File: src/rtl/core/triangle_normal_color_expand_unit_defines.svh
// Assertion macros shared by the triangle normal color expand RTL
`ifndef TRIANGLE_NORMAL_COLOR_EXPAND_UNIT_DEFINES_SVH
`define TRIANGLE_NORMAL_COLOR_EXPAND_UNIT_DEFINES_SVH

// Antecedent holds, so the consequent holds in the same cycle
`define TNCE_ASSERT_SAME(lbl, ante, cons) \
  lbl: assert property (@(posedge clk) disable iff (!rst_n) (ante) |-> (cons)) \
    else $error("tnce check failed");

// Antecedent holds, so the consequent holds in the next cycle
`define TNCE_ASSERT_NEXT(lbl, ante, cons) \
  lbl: assert property (@(posedge clk) disable iff (!rst_n) (ante) |=> (cons)) \
    else $error("tnce check failed");

`endif

File: src/rtl/core/tnce_pkg.sv
// Package: types, constants and step functions of the normal color expand unit
package tnce_pkg;

  localparam int NB       = 24;                // normal component width
  localparam int SUM_W    = 2 * NB;            // sum of squares width
  localparam int SQ_PAIRS = (NB + 1) / 2;      // square root cycles, two digits each
  localparam int RT_W     = 2 * SQ_PAIRS;      // root register width
  localparam int REM_W    = RT_W + 1;          // root remainder width
  localparam int SH_W     = 4 * SQ_PAIRS;      // radicand shift register width
  localparam int DN_W     = NB + 9;            // divider numerator width
  localparam int CNT_W    = $clog2(SQ_PAIRS);  // engine step counter width
  localparam int DIV_CYC  = 4;                 // eight quotient bits, two per cycle

  localparam logic [7:0] ALPHA   = 8'hFF;
  localparam logic [7:0] MID_CH  = 8'd127;
  localparam logic [1:0] VC_LAST = 2'd2;

  typedef struct packed {
    logic signed [NB-1:0] normal_x;
    logic signed [NB-1:0] normal_y;
    logic signed [NB-1:0] normal_z;
    logic [31:0] first_x;
    logic [31:0] first_y;
    logic [31:0] first_z;
    logic [31:0] second_x;
    logic [31:0] second_y;
    logic [31:0] second_z;
    logic [31:0] third_x;
    logic [31:0] third_y;
    logic [31:0] third_z;
  } tnce_in_t;

  typedef struct packed {
    logic [31:0] packed_color;
    logic signed [NB-1:0] out_normal_x;
    logic signed [NB-1:0] out_normal_y;
    logic signed [NB-1:0] out_normal_z;
    logic [31:0] pos_x;
    logic [31:0] pos_y;
    logic [31:0] pos_z;
    logic        last_vertex;
  } tnce_out_t;

  // Queue entry: triangle plus the squared length of its normal
  typedef struct packed {
    tnce_in_t         tri_data;
    logic [SUM_W-1:0] sum;
  } tnce_qent_t;

  typedef struct packed {
    logic [RT_W-1:0]  root;
    logic [REM_W-1:0] rem;
  } sq_acc_t;

  typedef struct packed {
    logic [7:0]      q;
    logic [DN_W-1:0] rem;
  } dv_acc_t;

  typedef enum logic [2:0] {
    BK_IDLE,
    BK_SQRT,
    BK_PREP,
    BK_DIV,
    BK_DONE
  } bk_state_t;

  // One restoring square root digit
  function automatic sq_acc_t sq_step(sq_acc_t a, logic [1:0] pair);
    logic [REM_W+1:0] r2;
    logic [REM_W+1:0] trial;
    sq_acc_t o;
    r2    = {a.rem, pair};
    trial = {1'b0, a.root, 2'b01};
    if (r2 >= trial) begin
      o.rem  = REM_W'(r2 - trial);
      o.root = {a.root[RT_W-2:0], 1'b1};
    end else begin
      o.rem  = REM_W'(r2);
      o.root = {a.root[RT_W-2:0], 1'b0};
    end
    return o;
  endfunction

  // One restoring division bit against a pre-shifted divisor
  function automatic dv_acc_t div_step(dv_acc_t a, logic [DN_W-1:0] ds);
    dv_acc_t o;
    if (a.rem >= ds) begin
      o.rem = a.rem - ds;
      o.q   = {a.q[6:0], 1'b1};
    end else begin
      o.rem = a.rem;
      o.q   = {a.q[6:0], 1'b0};
    end
    return o;
  endfunction

endpackage

File: src/rtl/core/tnce_front.sv
// Front stage: takes triangles, squares the normal components, feeds the queue
module tnce_front (
  input  logic                 clk,
  input  logic                 rst_n,
  input  logic                 in_valid,
  output logic                 in_ready,
  input  tnce_pkg::tnce_in_t   in_data,
  output logic                 q_valid,
  input  logic                 q_ready,
  output tnce_pkg::tnce_qent_t q_data
);

  logic                        fv_r;
  tnce_pkg::tnce_in_t          fb_r;
  logic [tnce_pkg::SUM_W-1:0]  sq_r [3];
  logic signed [tnce_pkg::SUM_W-1:0] px, py, pz;

  assign in_ready = !fv_r || q_ready;

  // signed squares, always non-negative
  always_comb begin
    px = in_data.normal_x * in_data.normal_x;
    py = in_data.normal_y * in_data.normal_y;
    pz = in_data.normal_z * in_data.normal_z;
  end

  always_ff @(posedge clk) begin
    if (!rst_n) begin
      fv_r <= 1'b0;
    end else if (in_ready) begin
      fv_r <= in_valid;
    end
  end

  always_ff @(posedge clk) begin
    if (in_valid && in_ready) begin
      fb_r     <= in_data;
      sq_r[0]  <= unsigned'(px);
      sq_r[1]  <= unsigned'(py);
      sq_r[2]  <= unsigned'(pz);
    end
  end

  // sum of squares cannot overflow SUM_W bits
  assign q_valid         = fv_r;
  assign q_data.tri_data = fb_r;
  assign q_data.sum      = sq_r[0] + sq_r[1] + sq_r[2];

endmodule

File: config.mk
export PLATFORM = sky130hd
export DESIGN_NAME = tnce_front
export DESIGN_NICKNAME = d
export VERILOG_FILES = /design/src/rtl/core/triangle_normal_color_expand_unit_defines.svh /design/src/rtl/core/tnce_pkg.sv /design/src/rtl/core/tnce_front.sv
export SDC_FILE = /design/constraint.sdc
export NUM_CORES = 2
export LEC_CHECK = 0
export BUFFER_PORTS_ARGS = -buffer_cell sky130_fd_sc_hd__buf_2
export CORE_ASPECT_RATIO = 0.7
export CORE_MARGIN = 3
export CORE_UTILIZATION = 26
export DETAILED_ROUTE_END_ITERATION = 7
export PLACE_DENSITY_LB_ADDON = 0.08
export SLEW_MARGIN = 20
export SYNTH_ARGS = -nofsm -noshare
export SYNTH_HDL_FRONTEND = slang
export SYNTH_SLANG_ARGS = --single-unit
File: constraint.sdc
create_clock -name clk -period 14.8 [get_ports clk]
set_input_delay 1.48 -clock clk [delete_from_list [all_inputs] [get_ports clk]]
set_output_delay 1.48 -clock clk [all_outputs]
set_load 0.005 [all_outputs]
======== After elaboration in Yosys (flattened, before gate mapping) ========
Memory sizes are Yosys's and may differ from the RTL's.
Cells that the tools add are included.
cells by class
  $add $sub $neg .......................... 2
  multiply operators ...................... 3
  div/mod/pow operators ................... 0
  $lt $le $gt $ge ......................... 0
  equal/unequal tests ..................... 0
  shift operators ......................... 0
  multiplexer cells ....................... 2
  bitwise operators ....................... 0
  reduce and logical (&&, ||, !) cells .... 3
operators by type and width
  cell                                            number
  24-bit by 24-bit multiplier with 48-bit output  3
  48-bit adder                                    2
  1-bit two-way mux                               2
  1-bit logical AND                               1
  1-bit logical NOT                               1
  1-bit logical OR                                1
storage, ports and cells
  bits in registers ....................... 361
  latch bits .............................. 0
  memory bits (writable) .................. 144
  memory bits (read-only) ................. 0
  bits of input ports ..................... 364
  output and inout bits ................... 410
  logic and storage cells ................. 24
  memories ................................ 1
memory list
  memory  words  bits a word  rd ports  clocked after memory_dff  write ports  RTL line          source
  sq_r    3      48           3         0                         3            tnce_front.sv:15  logic [tnce_pkg::SUM_W-1:0] sq_r [3];

======== Longest topological paths before layout ========
  depth in word-level cells ............... 5
  depth in mapped cells ................... 29
  depth with buffers taken out ............ 26

======== Least setup slack after synthesis ========
No wires, ideal clock.
  path kind ............................... input to register
  from .................................... input port q_ready
  to ...................................... register fb_r (netlist bit q_data[100]), enable pin
  library setup time ...................... 0.928 ns
  arrival ................................. 12.886 ns
  data required time ...................... 13.872 ns
  setup slack ............................. 0.985 ns
  stages .................................. 2
  buffers on the path ..................... 0
  path through ............................ nand2b_1 -> and2_1
on the way
  cells in the longest elaborated chain, start to end .. 2
ends and longest elaborated chain
  element                 RTL line          source
  start: declaration      tnce_front.sv:9   input logic q_ready,
  1-bit logical OR        tnce_front.sv:18  assign in_ready = !fv_r || q_ready;
  1-bit logical AND       tnce_front.sv:36  if (in_valid && in_ready) begin
  end signal: assignment  tnce_front.sv:37  fb_r <= in_data;
  end: declaration        tnce_front.sv:14  tnce_pkg::tnce_in_t fb_r;
No other way between the ends.
A chain may end at the register's enable or synchronous reset.

==> metrics <==
Top delay family on crit path=adder cells; residual DRC count=0; post-synthesis sequential area ratio=0.199; Mapped Cells=6917; Setup crit end kind=register; global route overflow=0; wire per inst=around 22 um; drt pass-1 iters=7; Yosys reg bits=499; reg2reg start=q_valid$_SDFFE_PN0N_; cts repair resizes=0; All-Layer GR Usage=0.172; dpl hpwl=209000 um; Reg area=15000 sq um; Final min period=9.67 ns; Iter 0 DRT Violations=2719; Synth top area share=0.455; Ys Warns=0; fin crit share=0.654; Filler cells=30000; pin count of the biggest net entering global routing=145; final hold violation count=0; vias in the first global route=54300; Pins Over Slew Limit=0; ys async rst share=0; area occupied by multi-input gates=52100 sq um; TritonCTS clock tree=yes; RSZ-0062 raised after global routing=no; final setup fails=0; vias=48600; hold_sp=q_valid$_SDFFE_PN0N_; Worst R2R Path Depth=5; Initial Utilization=0.263; Routed WL=251000 um; CTS buffer count=66; Post-CTS Hold Fix Bufs=0; fmax=0.103 GHz; Critical Path Max Stage Delay=0.62 ns; crit path max fanout=23; Die ar.=296000 sq um; Data required, critical path=15.20 ns; kind of critical path=primary input to register; CTS sink count=499; ys flop type=edfxtp_1; Startpoint Class=primary input; initial antenna violation count=45; Post-CTS Setup Repair Bufs=0; slowest CP cell=nor3_1; share of cells above drive strength 1=0.126; Fin Setup TNS=0 ns; global-route wire length before repair=~380000 um; Antenna Nets Post-Route=0; Distinct cells, synth=80; reg2reg end=q_data[116]$_DFFE_PP_; Die Y=456 um; final net count=10200; drt via density=between 4 and 5; relative slew slack=0.343; dpl cells=11400; EDFF count, synth=498; Finished Layout Cells=between 10000 and 15000; top-count cell post-synth=inv_1; Clk Latency, worst-skew pair=between 0.6 and 0.7 ns; Worst Skew=0.0700 ns; core area=287000 sq um; die width=649 um; status=finished clean; clock transition at the registers of the reported paths=about 0.08 ns; CTS root buf=clkbuf_16; I/O Pins=774; area leader, netlist=fa_1; mapped cell area=75300 sq um; worst-margin pin slew=0.982 ns; MaxCap Viol Count=0; CTS H-Tree Depth=3; std cell rows=164; Syn Area/Cell=10.9 sq um; R2R setup slack=11.24 ns; Final Wtd Congestion=0.871; Buffers & Inverters on Critical Path=7; Port-buffer cells=773; hold path depth=2; Hold Path End=q_valid$_SDFFE_PN0N_; P&R area growth vs syn=14.0%; most used cell, CP=fa_1; most frequent cells after synthesis=2020 x inv_1, 1711 x fa_1, 602 x nand2_1, 498 x edfxtp_1, 487 x ha_1; Worst Path Arrival=10.08 ns; Max clock buf depth=3; synth top area cells=fa_1 45%, edfxtp_1 20%, inv_1 10%; Hold Crit Class=register to register
==> state kept, by name, summed over array words and instances (netlist names) <==
name and flops:
q_data 360, q_valid 1, sq_r 138
==> worst min-delay path, delay by kind of cell (launching register included) <==
kind / cells / cell delay [ns]
simple gates: 1 / 0.09
compound gates: 1 / 0.09
flops: 1 / 0.31
==> area by class of cell <==
type / instances / area share
sequential: 499 / 0.174
tap: 3818 / 0.0556
clock inverter: 35 / 0.00528
timing repair buffer: 825 / 0.0498
antenna: 7 / 0.000204
multi-input combinational: 4223 / 0.607
clock buffer: 78 / 0.0198
inverter: 2020 / 0.0883
==> how the worst max path moves through the flow <==
stage	startpoint	to	slack, ns	cells past startpoint
after global placement	in_data[358]	sq_r[0][46]$_DFFE_PP_	4.60	26
after global routing	in_data[358]	sq_r[0][46]$_DFFE_PP_	4.62	26
after detailed placement	in_data[358]	sq_r[0][46]$_DFFE_PP_	4.52	26
final	in_data[358]	sq_r[0][46]$_DFFE_PP_	5.13	26
after CTS	in_data[358]	sq_r[0][46]$_DFFE_PP_	5.20	26
after floorplan	q_ready	q_data[100]$_DFFE_PP_	0.99	2
==> metal layers <==
layer | up-vias | global-route usage | wire (um) | part of all wire
met5 | - | 0 | 155 | 0.00062
met4 | 24 | 0.0260 | 3940 | 0.016
met3 | 163 | 0.0262 | 11000 | 0.044
met2 | 975 | 0.267 | 111000 | 0.44
met1 | 25400 | 0.258 | 124000 | 0.50
li1 | 22000 | - | - | -
==> cell usage in the layout, fill, tap and decap left out, types with 9 or more instances in the layout <==
master,count
xnor2_1,172
nand4_1,14
clkinv_1,9
a21o_1,96
clkbuf_16,66
nand3_1,42
nor2b_1,65
fa_1,1711
or3_1,11
o21a_1,24
ha_1,487
o21ai_1,11
a211oi_1,23
o21bai_1,34
clkbuf_1,12
edfxtp_1,498
nor3_1,24
o21ai_0,65
inv_1,2020
xor2_1,61
buf_4,50
nor2_1,124
a31oi_1,18
and2_1,299
nand2b_1,29
a21oi_1,158
and3_1,18
nand2_1,602
buf_2,773
o211ai_1,14
==> through the flow <==
step	hold slack, ns	utilization	worst slack [ns]	area (sq um)
floorplan	0.537	-	0.985	75300
global placement	0.510	0.292	4.60	83700
detailed placement	0.540	0.292	4.52	83700
CTS	0.551	0.299	5.20	85800
global route	0.589	0.299	4.62	85800
finish	0.539	0.299	5.13	85800
==> cell families (layout without fill, tap and decap cells) <==
logic type / after synthesis / after routing / synth area share
muxes: 7 / 7 / 0.000980
AOI/OAI and AO/OA: 534 / 534 / 0.0483
adders and majority gates: 2198 / 2198 / 0.536
DFF: 499 / 499 / 0.199
other: 1 / 10 / 0.0000498
and+or+nand+nor: 1248 / 1248 / 0.0791
xor gates and xnor gates: 233 / 233 / 0.0271
buffers and inverters: 2197 / 2958 / 0.110
Power is left out: the tool's default activity adds up to more than one toggle a clock period on the data nets, which glitch-free logic cannot reach.
