--- config.mk ---
export PLATFORM = sky130hd
export DESIGN_NAME = tnce_queue
export DESIGN_NICKNAME = d
export VERILOG_FILES = /design/src/rtl/core/triangle_normal_color_expand_unit_defines.svh /design/src/rtl/core/tnce_pkg.sv /design/src/rtl/core/tnce_queue.sv
export SDC_FILE = /design/constraint.sdc
export NUM_CORES = 1
export LEC_CHECK = 0
export BUFFER_PORTS_ARGS = -buffer_cell sky130_fd_sc_hd__buf_2
export CORE_AREA = 5 5 316 318
export DETAILED_ROUTE_END_ITERATION = 8
export DIE_AREA = 0 0 321 323
export GPL_ROUTABILITY_DRIVEN = 0
export MAX_ROUTING_LAYER = met4
export SYNTH_ARGS = -nofsm -noshare
export SYNTH_HDL_FRONTEND = slang
export SYNTH_SLANG_ARGS = --single-unit
--- constraint.sdc ---
create_clock -name clk -period 32.4 [get_ports clk]
set_input_delay 6.48 -clock clk [delete_from_list [all_inputs] [get_ports clk]]
set_output_delay 6.48 -clock clk [all_outputs]
set_load 0.01 [all_outputs]
--- src/rtl/core/triangle_normal_color_expand_unit_defines.svh ---
// Assertion macros shared by the triangle normal color expand RTL
`ifndef TRIANGLE_NORMAL_COLOR_EXPAND_UNIT_DEFINES_SVH
`define TRIANGLE_NORMAL_COLOR_EXPAND_UNIT_DEFINES_SVH

// Antecedent holds, so the consequent holds in the same cycle
`define TNCE_ASSERT_SAME(lbl, ante, cons) \
  lbl: assert property (@(posedge clk) disable iff (!rst_n) (ante) |-> (cons)) \
    else $error("tnce check failed");

// Antecedent holds, so the consequent holds in the next cycle
`define TNCE_ASSERT_NEXT(lbl, ante, cons) \
  lbl: assert property (@(posedge clk) disable iff (!rst_n) (ante) |=> (cons)) \
    else $error("tnce check failed");

`endif

--- src/rtl/core/tnce_pkg.sv ---
// Package: types, constants and step functions of the normal color expand unit
package tnce_pkg;

  localparam int NB       = 24;                // normal component width
  localparam int SUM_W    = 2 * NB;            // sum of squares width
  localparam int SQ_PAIRS = (NB + 1) / 2;      // square root cycles, two digits each
  localparam int RT_W     = 2 * SQ_PAIRS;      // root register width
  localparam int REM_W    = RT_W + 1;          // root remainder width
  localparam int SH_W     = 4 * SQ_PAIRS;      // radicand shift register width
  localparam int DN_W     = NB + 9;            // divider numerator width
  localparam int CNT_W    = $clog2(SQ_PAIRS);  // engine step counter width
  localparam int DIV_CYC  = 4;                 // eight quotient bits, two per cycle

  localparam logic [7:0] ALPHA   = 8'hFF;
  localparam logic [7:0] MID_CH  = 8'd127;
  localparam logic [1:0] VC_LAST = 2'd2;

  typedef struct packed {
    logic signed [NB-1:0] normal_x;
    logic signed [NB-1:0] normal_y;
    logic signed [NB-1:0] normal_z;
    logic [31:0] first_x;
    logic [31:0] first_y;
    logic [31:0] first_z;
    logic [31:0] second_x;
    logic [31:0] second_y;
    logic [31:0] second_z;
    logic [31:0] third_x;
    logic [31:0] third_y;
    logic [31:0] third_z;
  } tnce_in_t;

  typedef struct packed {
    logic [31:0] packed_color;
    logic signed [NB-1:0] out_normal_x;
    logic signed [NB-1:0] out_normal_y;
    logic signed [NB-1:0] out_normal_z;
    logic [31:0] pos_x;
    logic [31:0] pos_y;
    logic [31:0] pos_z;
    logic        last_vertex;
  } tnce_out_t;

  // Queue entry: triangle plus the squared length of its normal
  typedef struct packed {
    tnce_in_t         tri_data;
    logic [SUM_W-1:0] sum;
  } tnce_qent_t;

  typedef struct packed {
    logic [RT_W-1:0]  root;
    logic [REM_W-1:0] rem;
  } sq_acc_t;

  typedef struct packed {
    logic [7:0]      q;
    logic [DN_W-1:0] rem;
  } dv_acc_t;

  typedef enum logic [2:0] {
    BK_IDLE,
    BK_SQRT,
    BK_PREP,
    BK_DIV,
    BK_DONE
  } bk_state_t;

  // One restoring square root digit
  function automatic sq_acc_t sq_step(sq_acc_t a, logic [1:0] pair);
    logic [REM_W+1:0] r2;
    logic [REM_W+1:0] trial;
    sq_acc_t o;
    r2    = {a.rem, pair};
    trial = {1'b0, a.root, 2'b01};
    if (r2 >= trial) begin
      o.rem  = REM_W'(r2 - trial);
      o.root = {a.root[RT_W-2:0], 1'b1};
    end else begin
      o.rem  = REM_W'(r2);
      o.root = {a.root[RT_W-2:0], 1'b0};
    end
    return o;
  endfunction

  // One restoring division bit against a pre-shifted divisor
  function automatic dv_acc_t div_step(dv_acc_t a, logic [DN_W-1:0] ds);
    dv_acc_t o;
    if (a.rem >= ds) begin
      o.rem = a.rem - ds;
      o.q   = {a.q[6:0], 1'b1};
    end else begin
      o.rem = a.rem;
      o.q   = {a.q[6:0], 1'b0};
    end
    return o;
  endfunction

endpackage

--- src/rtl/core/tnce_queue.sv ---
// Two-entry queue between the front and the back
module tnce_queue (
  input  logic                 clk,
  input  logic                 rst_n,
  input  logic                 wr_valid,
  output logic                 wr_ready,
  input  tnce_pkg::tnce_qent_t wr_data,
  output logic                 rd_valid,
  input  logic                 rd_ready,
  output tnce_pkg::tnce_qent_t rd_data
);

  tnce_pkg::tnce_qent_t mem_r [2];
  logic       wp_r, rp_r;
  logic [1:0] cnt_r;
  logic       push, pop;

  assign wr_ready = (cnt_r != 2'd2);
  assign rd_valid = (cnt_r != 2'd0);
  assign rd_data  = mem_r[rp_r];
  assign push     = wr_valid && wr_ready;
  assign pop      = rd_valid && rd_ready;

  always_ff @(posedge clk) begin
    if (push) begin
      mem_r[wp_r] <= wr_data;
    end
  end

  always_ff @(posedge clk) begin
    if (!rst_n) begin
      wp_r  <= 1'b0;
      rp_r  <= 1'b0;
      cnt_r <= 2'd0;
    end else begin
      if (push) wp_r <= !wp_r;
      if (pop)  rp_r <= !rp_r;
      cnt_r <= cnt_r + {1'b0, push} - {1'b0, pop};
    end
  end

endmodule

# Word-level counts from Yosys, hierarchy flattened
# Memories as Yosys holds them, arrays and structs flattened. A register that Yosys moved wholly into a read port is not among the register bits.
# Index checks and enable logic that the tools add are counted.
# totals
wordCells	16
mem_count	1
input_bits	412
ram_bits	816
ff_bits	4
# memory_table
name	words	word_bits	rd	rd_clocked_by_memory_dff	write_ports	line_no	text
mem_r	2	408	1	1	1	tnce_queue.sv:13	tnce_pkg::tnce_qent_t mem_r [2];
# classes
muxes	4
n_reduce_logical	5
n_addsub	2
eq_ne	1
# op_table
operator	n
two-way mux 1 bit	4
adder 2 x 1 -> 2 bit	1
logical AND 1 bit	2
logical NOT 1 bit	2
inequality test 2 bit, second input constant	1
nonzero test 2 bit	1
subtractor 2 x 1 -> 2 bit	1

# Longest topological paths before layout
# Gate-level depths: netlist of run 1.
# logic_depth
depth_word	4
ltp_mapped	6
mapped_depth_nobuf	6

# Worst setup path before layout of run 1
# No wires, ideal clock.
# synth_timing
path_kind	input -> register
start	input port wr_valid
end	memory mem_r[1][0] (netlist name) (enable)
arrival_time_ns	15.786
n_path_buf	0
stages	1
setup_slack_ns	15.787
required_time_ns	31.574
cell_sequence	and3_1
# synth_between
elab_chain_len	3
# synth_rtl
element	line_no	text
start: declaration	tnce_queue.sv:5	input logic wr_valid,
logical AND 1 bit	tnce_queue.sv:21	assign push = wr_valid && wr_ready;
two-way mux 1 bit	tnce_queue.sv:25	if (push) begin
two-way mux 1 bit (implied by the code)	tnce_queue.sv:26	mem_r[wp_r] <= wr_data;
end: declaration	tnce_queue.sv:13	
# Every way passes these cells.

==> results of run 1 <==
-- worst paths after layout --
check        startpoint       endpoint  slack [ns]
max reg2reg    cnt_r[0]  mem_r[1][185]       28.71
min                rp_r      flip-flop        0.51
min reg2reg        rp_r      flip-flop        0.51
max           flip-flop   rd_data[380]       21.90
-- worst max-delay path: stages (launching register included) --
cell and delay (ns):
dfxtp_4 0.95, buf_4 0.87, buf_4 0.75, mux2_1 0.41, buf_2 0.15
-- cell type report --
cell class | count | area [um2] | area share (%)
tap | 1276 | 1600 | 4.20
clock buffer | 101 | 2210 | 5.81
inverter | 2 | 15.0 | 0.0395
timing repair buffer | 836 | 4230 | 11.1
sequential | 821 | 24600 | 64.7
antenna | 36 | 90.1 | 0.237
multi-input combinational | 431 | 4750 | 12.5
clock inverter | 57 | 513 | 1.35
-- metal layers --
layer  up-vias  global-route usage (%)  part of all wire, %
met5         -                       -                    0
met4         0                    5.36                  2.5
met3       120                    6.03                   11
met2       660                    22.9                   51
met1      7664                    14.2                   35
li1       7032                       -                    -
-- placed cells by master (no fill, tap or decap), types with 4 or more instances in the layout --
cell type,count
clkinv_1,22
buf_2,821
clkbuf_16,86
mux2_2,208
bufinv_16,7
clkinv_2,18
nor2_1,4
edfxtp_1,816
dfxtp_1,4
buf_4,14
mux2_1,200
diode_2,36
clkbuf_1,15
-- state kept, by name, summed over array words and instances (netlist names), named ones only --
signal / count
mem_r: 816
cnt_r: 2
rp_r: 1
wp_r: 1
-- power by group --
part	internal [mW]	total [mW]	switching [mW]
logic	0.221	0.518	0.297
registers	1.29	1.32	0.0302
clock network	0.547	0.942	0.395
total	2.06	2.78	0.722
-- metrics by stage --
stage / setup slack (ns) / power (mW) / util [%] / cell area, um2 / hold WS, ns
2_1_floorplan: 15.79 / 1.69 / - / 29700 / 0.472
3_3_place_gp: 22.61 / 1.86 / 36.6 / 35200 / 0.489
3_5_place_dp: 22.51 / 1.87 / 36.6 / 35200 / 0.502
4_1_cts: 21.78 / 2.83 / 39.4 / 37900 / 0.522
5_1_grt: 21.66 / 2.91 / 39.5 / 38000 / 0.535
6_report: 21.90 / 2.78 / 39.5 / 38000 / 0.511
-- cells by family after synthesis --
| group | synth area share, % |
|---|---|
| compound gates | 0.147 |
| xor+xnor | 0.0295 |
| fa+ha+maj | 0.0421 |
| buf+inv | 1.26 |
| flops | 82.8 |
| mux | 15.5 |
| simple gates | 0.290 |
==> impl_metrics.toml, run 1 <==
[global_route]
grt_pass1_vias = 16800
grt_max_degree = 141
grt_overflow = 0
track_usage_pct = 13.7
grt_pass1_wl_um = 104000
antenna_found_initial = 42

[finish]
drive_above_1_share_pct = 52.1
final_nets = 2591
syn2layout_area_growth_pct = 27.9
nFillCells = 8820
layout.cells.non_filler = 3560

[die]
fp.dieW_um = 321
row_count = 114
die_y_um = 323
core_area_um2 = 96300
die-area_um2 = 104000
start_util_pct = 30.9
io_pins = 822

[yosys]
yosys.area.top_type = "edfxtp_1"
synthFlopType = "edfxtp_1"
synth_top_area_share_pct = 82.4
syn_inst = 1299
synth_seq_cells = 821
synth_common_cells = "edfxtp_1, mux2_2, mux2_1, buf_6, buf_2"
synth.distinct_cells = 26
synth-edff-count = 816
avgSynthCellArea_um2 = 22.9
yosysMostFrequentCell = "edfxtp_1"
syn_area_um2 = 29700
yosysWarnings = 0
yosysSeqAreaShare_pct = 82.8
ys_top_cells_by_area = "edfxtp_1, mux2_2, mux2_1"
syn_nets = 1712
async_flop_share_pct = 0

[place]
dp_cells = 3366
port_buffers = 821
dp_hpwl_um = 52000

[power]
leakage_nw = 13.9
max-vdd-ir-drop_v = 0.0000526
p_per_area_nw_per_um2 = 73.2

[timing]
max_freq_ghz = 0.0952
period_needed_ns = 10.50
setup_violations = 0
rsz0062_at_grt = "false"
final_min_period_over_clock_period_pct = 32.4
report.final.slew_viol_count = 0
max_slew_margin_pct = 32.0
finalSetupTns_ns = 0
finClkSkew_ns = 0.0213
worstMarginPinSlew_ns = 1.02
hold_viol = 0

[routing]
vias = 15500
wirelength_um = 72400
drt_first_pass_iters = 4
viasPerCell = 4.35
routedWlPerCell_um = 20.4
drc = 0
drt_iter0_markers = 822
antenna_left = 0

[min_path]
holdCritPathClass = "reg -> reg"
holdPathStages = 2

[cts]
clk_latency_ns = 0.64
clock-sinks = 821
clockRootBuffer = "clkbuf_16"
cts_made_buffers = 86
hold_buffers = 0
h-tree-depth = 3
cts_buffer_depth = 3
tritoncts = "yes"
cts_setup_buffers = 0
cts_resized = 0
path_clk_slew_ns = 0.06

[worst_setup_path]
critPathCaptureType = "output port"
cp_max_fo = 72
critPathArrivalTime_ns = 4.02
crit_required_ns = 25.92
crit_type = "reg -> out"
rr_worst_depth = 4
start_kind = "flip-flop"

[status]
status = "finished clean"

[flow_run]
maxCapViolations = 0
Note: power is estimated with default switching activity, not from simulation.
==> inputs of run 2 (changes only) <==
- CORE_AREA: 5 5 316 318 -> 5 5 318 320
- DIE_AREA: 0 0 321 323 -> 0 0 323 325
- clock period: 32.4 -> 10.1 ns (I/O delays scaled with it)
==> impl_metrics.toml, run 2 (synthesis gave the netlist of run 1 again) <==
[global_route]
grt_pass1_vias = 16700
grt_pass1_wl_um = 100000
grt_overflow = 0
grt_max_degree = 158
antenna_found_initial = 24
track_usage_pct = 13.0

[die]
start_util_pct = 30.4
die-area_um2 = 105000
die_y_um = 325
row_count = 115
core_area_um2 = 97800
io_pins = 822
fp.dieW_um = 323

[cts]
hold_buffers = 0
clk_latency_ns = 0.63
cts_buffer_depth = 3
clock-sinks = 821
path_clk_slew_ns = 0.06
clockRootBuffer = "clkbuf_16"
cts_made_buffers = 86
tritoncts = "yes"
cts_setup_buffers = 0
cts_resized = 0
h-tree-depth = 3

[finish]
multiInputGateArea_um2 = 4750
syn2layout_area_growth_pct = 28.2
drive_above_1_share_pct = 51.9
largest_reg_flops = 816
seqCellArea_um2 = 24600
top_register = "mem_r"
final_nets = 2588
nFillCells = 9053
top_regs = "mem_r: 816 flops, cnt_r: 2 flops"
final_common_cell = "buf_2"
final_cell_mix = "buf_2, edfxtp_1, mux2_2"

[worst_setup_path]
worst_r2r_endpoint = "mem_r[1][224]"
critPathCaptureType = "output port"
slowest_delay_ns = 0.63
r2r-start = "cnt_r[0]"
r2r_slack_ns = 6.96
cp_num_cells = 4
crit_buf_inv = 3
cp_max_fo = 152
critPathArrivalTime_ns = 3.12
start_kind = "flip-flop"
crit_family = "buffers and inverters"
crit_type = "reg -> out"
crit_end = "rd_data[340]"
crit_chain = "buf_4, buf_12, mux2_1, buf_2"
rr_worst_depth = 4
crit_required_ns = 8.08
worst_path_max_delay_cell = "buf_4"

[place]
dp_hpwl_um = 49100
place_ws_ns = 5.41
port_buffers = 821

[flow_run]
maxCapViolations = 0

[timing]
max_freq_ghz = 0.195
finClkSkew_ns = 0.0136
final_min_period_over_clock_period_pct = 50.9
worst_slack_ns = 4.96
period_needed_ns = 5.14
report.final.slew_viol_count = 0
max_slew_margin_pct = 21.9
worstMarginPinSlew_ns = 1.17
setup_violations = 0
rsz0062_at_grt = "false"
hold_viol = 0
finalSetupTns_ns = 0
worst_hold_slack_ns = 0.510

[routing]
drc = 0
routedWlPerCell_um = 19.6
wirelength_um = 69800
drt_first_pass_iters = 4
antenna_left = 0
vias = 15300
drt_iter0_markers = 745
viasPerCell = 4.30

[power]
max-vdd-ir-drop_v = 0.000220
p_per_area_nw_per_um2 = 236
leakage_nw = 14.0

[status]
status = "finished clean"

[min_path]
holdCritPathClass = "reg -> reg"
## run 2: cell types whose count changed in the layout (fill, tap and decap cells not counted)
| cell | before | now |
|---|---|---|
| diode_2 | 36 | 22 |
| buf_4 | 14 | 6 |
| buf_12 | 1 | 6 |
| clkinv_2 | 18 | 14 |
| clkbuf_1 | 15 | 18 |
| bufinv_16 | 7 | 9 |
| clkbuf_8 | 0 | 1 |
| clkinv_4 | 1 | 2 |
| clkinvlp_4 | 1 | 2 |
| inv_6 | 3 | 2 |
| inv_8 | 2 | 1 |
## run 2: power breakdown
part / total [mW] / internal [mW] / switching (mW)
clock network: 3.08 / 1.82 / 1.26
logic: 1.69 / 0.717 / 0.977
registers: 4.21 / 4.14 / 0.0641
total: 8.98 / 6.68 / 2.30
## run 2: layer usage
| layer | wire, um | GRT usage, % | vias up |
|---|---|---|---|
| met5 | 0 | - | - |
| met2 | 36100 | 22.5 | 605 |
| li1 | - | - | 7013 |
| met4 | 1720 | 4.47 | 0 |
| met1 | 25400 | 13.5 | 7572 |
| met3 | 6530 | 4.82 | 104 |
## run 2: worst min-delay path by stage
stage | slack [ns] | to | cells past startpoint | startpoint
4_1_cts | 0.51 | flip-flop | 2 | rp_r
5_1_grt | 0.54 | flip-flop | 2 | rp_r
3_3_place_gp | 0.49 | rp_r | 2 | rp_r
6_report | 0.51 | flip-flop | 2 | rp_r
3_5_place_dp | 0.50 | flip-flop | 2 | rp_r
2_1_floorplan | 0.47 | flip-flop | 2 | rp_r
## run 2: cell type report
class / count / share of cell area (%)
flip-flops and latches: 821 / 64.6
clock buffers: 105 / 5.86
clock inverters: 55 / 1.45
diodes: 22 / 0.145
multi-input cells: 431 / 12.5
repair buffers: 833 / 11.2
inverters: 2 / 0.0296
well taps: 1287 / 4.23
## run 2: metrics by stage
stage / area [um2] / total power [mW] / utilization, % / std cells
2_1_floorplan: 29700 / 5.36 / - / 1299
3_3_place_gp: 35300 / 5.98 / 36.0 / 3374
3_5_place_dp: 35300 / 6.00 / 36.0 / 3374
4_1_cts: 38000 / 9.13 / 38.9 / 3534
5_1_grt: 38100 / 9.39 / 38.9 / 3553
6_report: 38100 / 8.98 / 38.9 / 3556
## run 2: tightest hold or removal path, delay by kind of cell (launching register included)
kind                      cells  cell delay [ns]
DFF                           1             0.32
and+or+nand+nor               1             0.08
xor gates and xnor gates      1             0.08
