==> config.mk <==
export PLATFORM = sky130hd
export DESIGN_NAME = tnce_back
export DESIGN_NICKNAME = d
export VERILOG_FILES = /design/src/rtl/core/triangle_normal_color_expand_unit_defines.svh /design/src/rtl/core/tnce_pkg.sv /design/src/rtl/core/tnce_back.sv
export SDC_FILE = /design/constraint.sdc
export NUM_CORES = 2
export LEC_CHECK = 0
export BUFFER_PORTS_ARGS = -buffer_cell sky130_fd_sc_hd__buf_2
export CAP_MARGIN = 20
export CELL_PAD_IN_SITES_DETAIL_PLACEMENT = 0
export CELL_PAD_IN_SITES_GLOBAL_PLACEMENT = 1
export CORE_ASPECT_RATIO = 1.5
export CORE_MARGIN = 2
export CORE_UTILIZATION = 50
export CTS_CLUSTER_SIZE = 10
export DETAILED_ROUTE_END_ITERATION = 12
export HOLD_SLACK_MARGIN = 0.08
export PLACE_DENSITY_LB_ADDON = 0.1
export SYNTH_ARGS = -nofsm -noshare
export SYNTH_HDL_FRONTEND = slang
export SYNTH_SLANG_ARGS = --single-unit
export TNS_END_PERCENT = 1
==> constraint.sdc <==
create_clock -name clk -period 58.8 [get_ports clk]
set_input_delay 11.76 -clock clk [delete_from_list [all_inputs] [get_ports clk]]
set_output_delay 11.76 -clock clk [all_outputs]
set_load 0.03 [all_outputs]
==> src/rtl/core/triangle_normal_color_expand_unit_defines.svh <==
// Assertion macros shared by the triangle normal color expand RTL
`ifndef TRIANGLE_NORMAL_COLOR_EXPAND_UNIT_DEFINES_SVH
`define TRIANGLE_NORMAL_COLOR_EXPAND_UNIT_DEFINES_SVH

// Antecedent holds, so the consequent holds in the same cycle
`define TNCE_ASSERT_SAME(lbl, ante, cons) \
  lbl: assert property (@(posedge clk) disable iff (!rst_n) (ante) |-> (cons)) \
    else $error("tnce check failed");

// Antecedent holds, so the consequent holds in the next cycle
`define TNCE_ASSERT_NEXT(lbl, ante, cons) \
  lbl: assert property (@(posedge clk) disable iff (!rst_n) (ante) |=> (cons)) \
    else $error("tnce check failed");

`endif

==> src/rtl/core/tnce_pkg.sv <==
// Package: types, constants and step functions of the normal color expand unit
package tnce_pkg;

  localparam int NB       = 24;                // normal component width
  localparam int SUM_W    = 2 * NB;            // sum of squares width
  localparam int SQ_PAIRS = (NB + 1) / 2;      // square root cycles, two digits each
  localparam int RT_W     = 2 * SQ_PAIRS;      // root register width
  localparam int REM_W    = RT_W + 1;          // root remainder width
  localparam int SH_W     = 4 * SQ_PAIRS;      // radicand shift register width
  localparam int DN_W     = NB + 9;            // divider numerator width
  localparam int CNT_W    = $clog2(SQ_PAIRS);  // engine step counter width
  localparam int DIV_CYC  = 4;                 // eight quotient bits, two per cycle

  localparam logic [7:0] ALPHA   = 8'hFF;
  localparam logic [7:0] MID_CH  = 8'd127;
  localparam logic [1:0] VC_LAST = 2'd2;

  typedef struct packed {
    logic signed [NB-1:0] normal_x;
    logic signed [NB-1:0] normal_y;
    logic signed [NB-1:0] normal_z;
    logic [31:0] first_x;
    logic [31:0] first_y;
    logic [31:0] first_z;
    logic [31:0] second_x;
    logic [31:0] second_y;
    logic [31:0] second_z;
    logic [31:0] third_x;
    logic [31:0] third_y;
    logic [31:0] third_z;
  } tnce_in_t;

  typedef struct packed {
    logic [31:0] packed_color;
    logic signed [NB-1:0] out_normal_x;
    logic signed [NB-1:0] out_normal_y;
    logic signed [NB-1:0] out_normal_z;
    logic [31:0] pos_x;
    logic [31:0] pos_y;
    logic [31:0] pos_z;
    logic        last_vertex;
  } tnce_out_t;

  // Queue entry: triangle plus the squared length of its normal
  typedef struct packed {
    tnce_in_t         tri_data;
    logic [SUM_W-1:0] sum;
  } tnce_qent_t;

  typedef struct packed {
    logic [RT_W-1:0]  root;
    logic [REM_W-1:0] rem;
  } sq_acc_t;

  typedef struct packed {
    logic [7:0]      q;
    logic [DN_W-1:0] rem;
  } dv_acc_t;

  typedef enum logic [2:0] {
    BK_IDLE,
    BK_SQRT,
    BK_PREP,
    BK_DIV,
    BK_DONE
  } bk_state_t;

  // One restoring square root digit
  function automatic sq_acc_t sq_step(sq_acc_t a, logic [1:0] pair);
    logic [REM_W+1:0] r2;
    logic [REM_W+1:0] trial;
    sq_acc_t o;
    r2    = {a.rem, pair};
    trial = {1'b0, a.root, 2'b01};
    if (r2 >= trial) begin
      o.rem  = REM_W'(r2 - trial);
      o.root = {a.root[RT_W-2:0], 1'b1};
    end else begin
      o.rem  = REM_W'(r2);
      o.root = {a.root[RT_W-2:0], 1'b0};
    end
    return o;
  endfunction

  // One restoring division bit against a pre-shifted divisor
  function automatic dv_acc_t div_step(dv_acc_t a, logic [DN_W-1:0] ds);
    dv_acc_t o;
    if (a.rem >= ds) begin
      o.rem = a.rem - ds;
      o.q   = {a.q[6:0], 1'b1};
    end else begin
      o.rem = a.rem;
      o.q   = {a.q[6:0], 1'b0};
    end
    return o;
  endfunction

endpackage

==> src/rtl/core/tnce_back.sv <==
// Back stage: square root and divider engine, then three-vertex output register
module tnce_back (
  input  logic                 clk,
  input  logic                 rst_n,
  input  logic                 q_valid,
  output logic                 q_ready,
  input  tnce_pkg::tnce_qent_t q_data,
  output logic                 out_valid,
  input  logic                 out_ready,
  output tnce_pkg::tnce_out_t  out_data
);

  tnce_pkg::bk_state_t         st_r, st_nxt;
  tnce_pkg::tnce_qent_t        ent_r, ent_nxt;
  logic [tnce_pkg::SH_W-1:0]   sh_r, sh_nxt;
  tnce_pkg::sq_acc_t           acc_r, acc_nxt;
  tnce_pkg::dv_acc_t           dacc_r [3];
  tnce_pkg::dv_acc_t           dacc_nxt [3];
  logic [tnce_pkg::DN_W-1:0]   ds_r, ds_nxt;
  logic [tnce_pkg::CNT_W-1:0]  cnt_r, cnt_nxt;
  logic                        zero_r, zero_nxt;
  logic                        load_emit;

  // output register
  logic                        ev_r;
  tnce_pkg::tnce_in_t          eb_r;
  logic [31:0]                 col_r;
  logic [1:0]                  vc_r;
  logic                        out_fire, emit_free;
  logic [31:0]                 col_nxt;

  tnce_pkg::sq_acc_t           s1;
  tnce_pkg::dv_acc_t           d1;
  logic signed [tnce_pkg::NB-1:0] nrm [3];
  logic [tnce_pkg::NB-1:0]     len;
  logic signed [tnce_pkg::NB+1:0] av;
  logic [tnce_pkg::DN_W-1:0]   aw;

  assign out_fire  = ev_r && out_ready;
  assign emit_free = !ev_r || (out_fire && (vc_r == tnce_pkg::VC_LAST));

  always_comb begin
    nrm[0] = ent_r.tri_data.normal_x;
    nrm[1] = ent_r.tri_data.normal_y;
    nrm[2] = ent_r.tri_data.normal_z;
    len    = acc_r.root[tnce_pkg::NB-1:0];
  end

  // engine next state and datapath
  always_comb begin
    st_nxt    = st_r;
    ent_nxt   = ent_r;
    sh_nxt    = sh_r;
    acc_nxt   = acc_r;
    ds_nxt    = ds_r;
    cnt_nxt   = cnt_r;
    zero_nxt  = zero_r;
    dacc_nxt  = dacc_r;
    load_emit = 1'b0;
    q_ready   = 1'b0;
    s1        = acc_r;
    d1        = dacc_r[0];
    av        = '0;
    aw        = '0;
    case (st_r)
      tnce_pkg::BK_IDLE: begin
        q_ready = 1'b1;
        if (q_valid) begin
          ent_nxt = q_data;
          sh_nxt  = tnce_pkg::SH_W'(q_data.sum);
          acc_nxt = '0;
          cnt_nxt = '0;
          st_nxt  = tnce_pkg::BK_SQRT;
        end
      end
      tnce_pkg::BK_SQRT: begin
        // two root digits per cycle
        s1      = tnce_pkg::sq_step(acc_r, sh_r[tnce_pkg::SH_W-1 -: 2]);
        acc_nxt = tnce_pkg::sq_step(s1, sh_r[tnce_pkg::SH_W-3 -: 2]);
        sh_nxt  = sh_r << 4;
        cnt_nxt = cnt_r + 1'b1;
        if (cnt_r == tnce_pkg::CNT_W'(tnce_pkg::SQ_PAIRS - 1)) begin
          cnt_nxt = '0;
          st_nxt  = tnce_pkg::BK_PREP;
        end
      end
      tnce_pkg::BK_PREP: begin
        // numerator 255*(n+len), divisor 2*len aligned to quotient bit 7
        for (int c = 0; c < 3; c++) begin
          av = {nrm[c][tnce_pkg::NB-1], nrm[c][tnce_pkg::NB-1], nrm[c]} +
               {2'b00, len};
          aw = tnce_pkg::DN_W'(av[tnce_pkg::NB:0]);
          dacc_nxt[c].rem = (aw << 8) - aw;
          dacc_nxt[c].q   = '0;
        end
        ds_nxt   = tnce_pkg::DN_W'({len, 1'b0}) << 7;
        zero_nxt = (len == '0);
        cnt_nxt  = '0;
        st_nxt   = tnce_pkg::BK_DIV;
      end
      tnce_pkg::BK_DIV: begin
        for (int c = 0; c < 3; c++) begin
          d1          = tnce_pkg::div_step(dacc_r[c], ds_r);
          dacc_nxt[c] = tnce_pkg::div_step(d1, ds_r >> 1);
        end
        ds_nxt  = ds_r >> 2;
        cnt_nxt = cnt_r + 1'b1;
        if (cnt_r == tnce_pkg::CNT_W'(tnce_pkg::DIV_CYC - 1)) begin
          cnt_nxt = '0;
          st_nxt  = tnce_pkg::BK_DONE;
        end
      end
      tnce_pkg::BK_DONE: begin
        if (emit_free) begin
          load_emit = 1'b1;
          st_nxt    = tnce_pkg::BK_IDLE;
        end
      end
      default: begin
        st_nxt = tnce_pkg::BK_IDLE;
      end
    endcase
  end

  assign col_nxt = zero_r ?
      {tnce_pkg::ALPHA, tnce_pkg::MID_CH, tnce_pkg::MID_CH, tnce_pkg::MID_CH} :
      {tnce_pkg::ALPHA, dacc_r[2].q, dacc_r[1].q, dacc_r[0].q};

  always_ff @(posedge clk) begin
    if (!rst_n) begin
      st_r <= tnce_pkg::BK_IDLE;
    end else begin
      st_r <= st_nxt;
    end
  end

  always_ff @(posedge clk) begin
    ent_r  <= ent_nxt;
    sh_r   <= sh_nxt;
    acc_r  <= acc_nxt;
    ds_r   <= ds_nxt;
    cnt_r  <= cnt_nxt;
    zero_r <= zero_nxt;
    dacc_r <= dacc_nxt;
  end

  // output register: one triangle, three vertex transactions
  always_ff @(posedge clk) begin
    if (!rst_n) begin
      ev_r <= 1'b0;
      vc_r <= 2'd0;
    end else if (load_emit) begin
      ev_r <= 1'b1;
      vc_r <= 2'd0;
    end else if (out_fire) begin
      if (vc_r == tnce_pkg::VC_LAST) begin
        ev_r <= 1'b0;
      end else begin
        vc_r <= vc_r + 2'd1;
      end
    end
  end

  always_ff @(posedge clk) begin
    if (load_emit) begin
      eb_r  <= ent_r.tri_data;
      col_r <= col_nxt;
    end
  end

  always_comb begin
    out_valid             = ev_r;
    out_data.packed_color = col_r;
    out_data.out_normal_x = eb_r.normal_x;
    out_data.out_normal_y = eb_r.normal_y;
    out_data.out_normal_z = eb_r.normal_z;
    out_data.last_vertex  = (vc_r == tnce_pkg::VC_LAST);
    case (vc_r)
      2'd0: begin
        out_data.pos_x = eb_r.first_x;
        out_data.pos_y = eb_r.first_y;
        out_data.pos_z = eb_r.first_z;
      end
      2'd1: begin
        out_data.pos_x = eb_r.second_x;
        out_data.pos_y = eb_r.second_y;
        out_data.pos_z = eb_r.second_z;
      end
      default: begin
        out_data.pos_x = eb_r.third_x;
        out_data.pos_y = eb_r.third_y;
        out_data.pos_z = eb_r.third_z;
      end
    endcase
  end

endmodule

* Word level (Yosys, flattened, before mapping)
Index checks and enable logic that the tools add are counted.
Operators by class: add/sub/neg operators 16, order comparisons 8, equality and inequality tests 12, muxes and demuxes 34, bitwise logic cells 2, reductions and logical operators 19
Operators with widths (number):
- one-hot mux 123 bit (2 select lines) | 1
- two-way mux 34 bit | 6
- one-hot mux 96 bit (2 select lines) | 1
- two-way mux 40 bit | 3
- >= comparator 33 x 32 -> 1 bit | 3
- >= comparator 33 bit | 3
- subtractor 33 x 25 -> 33 bit | 3
- subtractor 33 x 32 -> 33 bit | 3
- subtractor 33 bit | 3
- two-way mux 49 bit | 2
- one-hot mux 49 bit (2 select lines) | 1
- one-hot mux 48 bit (2 select lines) | 1
- adder 24 x 25 -> 25 bit | 3
- one-hot mux 33 bit (2 select lines) | 1
- >= comparator 27 x 26 -> 1 bit | 2
- two-way mux 26 bit | 2
- subtractor 25 bit | 2
- two-way mux 48 bit | 1
- logical NOT 24 bit | 1
- one-hot mux 4 bit (4 select lines) | 1
- one-hot mux 3 bit (5 select lines) | 1
- two-way mux 3 bit | 4
- two-way mux 4 bit | 3
- AND reduction 2 bit | 5
- other kinds (21) | 35
Word-level totals: flip-flop bits (word level) 1016, output and inout bits 203, logic and storage cells 132

* Depth between registers and ports, before layout
word-level depth 7, depth in mapped cells 28

* Worst setup path after synthesis
No wires, ideal clock.
path kind input to register, start point input port out_ready, end point register col_r[0] (enable), setup time 1.142 ns, arrival 27.820 ns, data required time 57.658 ns, setup slack 29.838 ns, stages on the path 2, buffers on the path 0, path through a21boi_0 nor2_1
On the way: cells in the longest elaborated chain, start to end 5
RTL lines:
- start: declaration | RTL line tnce_back.sv:9 | input logic out_ready,
- logical AND 1 bit | RTL line tnce_back.sv:39 | assign out_fire = ev_r && out_ready;
- logical AND 1 bit | RTL line tnce_back.sv:40 | assign emit_free = !ev_r || (out_fire && (vc_r == tnce_pkg::VC_LAST));
- logical OR 1 bit | RTL line tnce_back.sv:40
- two-way mux 1 bit | RTL line tnce_back.sv:114 | if (emit_free) begin
- two-way mux 1 bit | RTL line tnce_back.sv:65 | case (st_r)
- named net load_emit | RTL line tnce_back.sv:22 | logic load_emit;
- end signal: assignment | RTL line tnce_back.sv:167 | col_r <= col_nxt;
- end: declaration | RTL line tnce_back.sv:27 | logic [31:0] col_r;
The timed path passes the listed nets, and every way through them passes these cells. A chain may end at the register's enable or synchronous reset.

* Worst setup path after layout
start point input port out_ready, end point register eb_r, in the netlist out_data[125] (enable)
On the way: cells in the longest elaborated chain, start to end 5
RTL lines:
- logical AND 1 bit | RTL line tnce_back.sv:39
- logical AND 1 bit | RTL line tnce_back.sv:40
- logical OR 1 bit | RTL line tnce_back.sv:40
- two-way mux 1 bit | RTL line tnce_back.sv:114
- two-way mux 1 bit | RTL line tnce_back.sv:65
- named net load_emit | RTL line tnce_back.sv:22
- end signal: assignment | RTL line tnce_back.sv:166 | eb_r <= ent_r.tri_data;
- end: declaration | RTL line tnce_back.sv:26 | tnce_pkg::tnce_in_t eb_r;
The timed path passes the listed nets, and every way through them passes these cells.

==> results by group <==
Status
  • Outcome: completed

Placed design
  • GP Congestion: 0.926
  • Hpwl dp: 136 mm
  • Inst Count DP: 7079
  • Port Buffers: 606

Global route
  • Via count of the first global-routing pass: 42088
  • Largest net degree at the start of global routing: 156
  • First-pass GRT wire length: 259 mm
  • Initial antenna violation count: 65
  • Total GRT Usage: 29.8%
  • Remaining Overflow, GRT: 0

Critical path
  • CP Launch Type: input pin
  • Top cell by count, worst path: buf_4
  • Worst Path Required: 59.13 ns
  • Crit Path Class: in2reg
  • Crit path capture type: flop
  • Crit-path max FO: 73
  • CP arrival: 16.01 ns
  • Critical-path cell list: buf_2 -> a21boi_0 -> nor2_4 -> buf_4 -> buf_4 -> buf_4 -> buf_4
  • Slowest CP cell: buf_4
  • R2R cell count: 23
  • Delay of the slowest critical-path stage: 0.88 ns

Route
  • Vias per inst: 5.82
  • Routed WL: 176 mm
  • 1st-iter DRT viols: 2730
  • Post-route ant nets: 0
  • Drt pass-1 iters: 5
  • DRC Markers: 0
  • Wire per inst: 24.2 um
  • Via Count: 42258

Yosys
  • Ys Warns: 0
  • Mux cell area share after synthesis: 2.25%
  • Seq/Total Area, Yosys: 52.8%
  • Post-Syn Area per Cell: 11.1 um^2
  • Compound-Gate Fraction of Synth Area: 16.1%
  • #FFs+latches synth: 1007
  • Post-synthesis adder-cell area fraction: 8.43%
  • Synth Area in XOR/XNOR: 4.75%
  • Main flop type after synthesis: edfxtp_1
  • Cell Area, Synth: 57200 um^2
  • EDFF count, synth: 1001
  • Unique masters post-synth: 99
  • Async set-reset flop share out of synthesis: 0%
  • Syn Inst Count: 5172
  • Simple-gate share of the synthesized area: 12.2%
  • Largest family of logic cells by synthesized area: compound AO/OA/AOI/OAI gates

Clocking
  • Clock root cell: clkbuf_16
  • Worst-case clock buffer depth: 3
  • Clock latency at the later pin of the worst-skew pair: 0.74 ns
  • Buffers inserted by post-CTS timing repair: 0
  • Sink Count: 1007
  • CTS tree: yes
  • Max H-tree Level: 3
  • Hold Buf Count CTS: 0
  • CTS clk-pin slew, worst paths: 0.05 ns
  • Cts bufs inserted: 114
  • PostCTS Resize Cnt: 0

Finish
  • Most frequent cells in the layout: edfxtp_1, nand2_1, buf_2
  • Ratio of cells with drive above 1 in the final layout: 16.3%
  • Post-route core utilization: 57.3%
  • Non-filler cells, final: 7265
  • Nets: 6534
  • Syn-to-layout area delta: 13.4%
  • Most common cell after layout, fill and taps aside: edfxtp_1

STA
  • Endpoints failing setup: 0
  • Final Skew: 0.0561 ns
  • Slew HR: 16.9%
  • Max frequency: 63.8 MHz
  • Hold WS: 0.395 ns
  • Setup TNS: 0 ns
  • Final slew viol count: 0
  • Final Hold Fails: 0
  • Final Cycle Share: 26.7%
  • Slew @ Worst Pin: 1.24 ns
  • RSZ-0062 raised after global routing: false
  • Time the worst path needs with I/O delays and setup: 15.68 ns

Min path
  • Worst hold path type: reg2reg
  • Worst hold stages: 0

Floorplan
  • Initial Util: 50.5%
  • Core Rows: 151
  • I/O pins: 615
  • CORE AREA: 113000 um^2
  • Die area: 117000 um^2
  • Die H: 418 um
  • Die W: 280 um

Power and ir drop
  • Peak VDD IR: 0.0321 mV
  • Pwr per Cell Area: 40.1 nW/um^2
  • Final Power: 2.60 mW
  • Cell leakage power: 26.4 nW

Job
  • MaxCap Viol Count: 0
==> flip-flops by register name, summed over array words and instances (netlist names) <==
name,flops
len,24
cnt_r,4
out_valid,1
out_data,72
eb_r,288
dacc_r,123
st_r,3
col_r,24
vc_r,2
ent_r,360
zero_r,1
ds_r,32
acc_r,25
sh_r,48
==> stage by stage <==
| step | worst slack [ns] | area [um^2] |
|---|---|---|
| 3_3_place_gp | 42.11 | 61500 |
| 3_5_place_dp | 42.44 | 61500 |
| 5_1_grt | 42.84 | 64800 |
| 4_1_cts | 43.14 | 64800 |
| 2_1_floorplan | 29.84 | 57200 |
| 6_report | 43.12 | 64900 |
==> cells in the mapped netlist (all sizes together) (72+ instances only) <==
master	number	area share, %
a21o	148	1.9
ha	371	8.1
xor2	113	1.7
inv	216	1.4
buf	108	1.3
nor2	328	2.2
clkbuf	121	0.80
a21oi	379	3.4
o21a	72	0.95
o21ai	281	2.5
xnor2	197	3.0
a22oi	101	1.3
nand2	635	4.2
mux2i	83	1.5
edfxtp	1001	53
nand3	83	0.73
==> report_power, final <==
group	internal (mW)	switching (mW)	leakage, nW	total [mW]
Combinational	0.419	0.651	15.4	1.07
Sequential	0.865	0.0254	9.38	0.890
Clock	0.367	0.275	1.59	0.642
==> kinds of logic after synthesis <==
family / Yosys count
xor+xnor: 310
mux: 123
compound gates: 1396
buf+inv: 447
other cells: 1
simple gates: 1508
flops: 1007
fa+ha+maj: 380
==> area by class of cell <==
type / instances / area [um^2]
inverter: 218 / 818
multi-input combinational: 3725 / 25100
timing repair buffer: 676 / 3590
tap: 1453 / 1820
clock buffer: 140 / 3040
antenna: 31 / 77.6
sequential: 1007 / 30200
clock inverter: 15 / 239
fill: 9655 / 48300
==> layer usage <==
layer,part of all wire (%),global-route usage [%],wire [um],up-vias
met3,5.8,6.28,10100,393
met2,52,54.0,91100,1201
met4,5.7,15.6,10000,40
li1,-,-,-,20394
met5,0.14,0,252,-
met1,37,32.4,64600,20230
==> worst max-delay path: cells and delay by family <==
family | cells | cell delay (ns)
buffers and inverters | 5 | 3.23
AND/OR/NAND/NOR | 1 | 0.55
AO/OA/AOI/OAI | 1 | 0.21
==> final timing paths <==
kind	start	slack, ns	endpoint
worst min register to register	ent_r[180]$_DFFE_PP_	0.39	eb_r[132]$_DFFE_PP_
worst max register to register	ds_r[1]$_SDFFCE_PN0P_	50.49	dacc_r[3]$_DFFE_PP_
worst min-delay path	ent_r[180]$_DFFE_PP_	0.39	eb_r[132]$_DFFE_PP_
worst max-delay path	out_ready	43.12	out_data[125]$_DFFE_PP_
No activity file was read; power rests on OpenSTA's default activity.
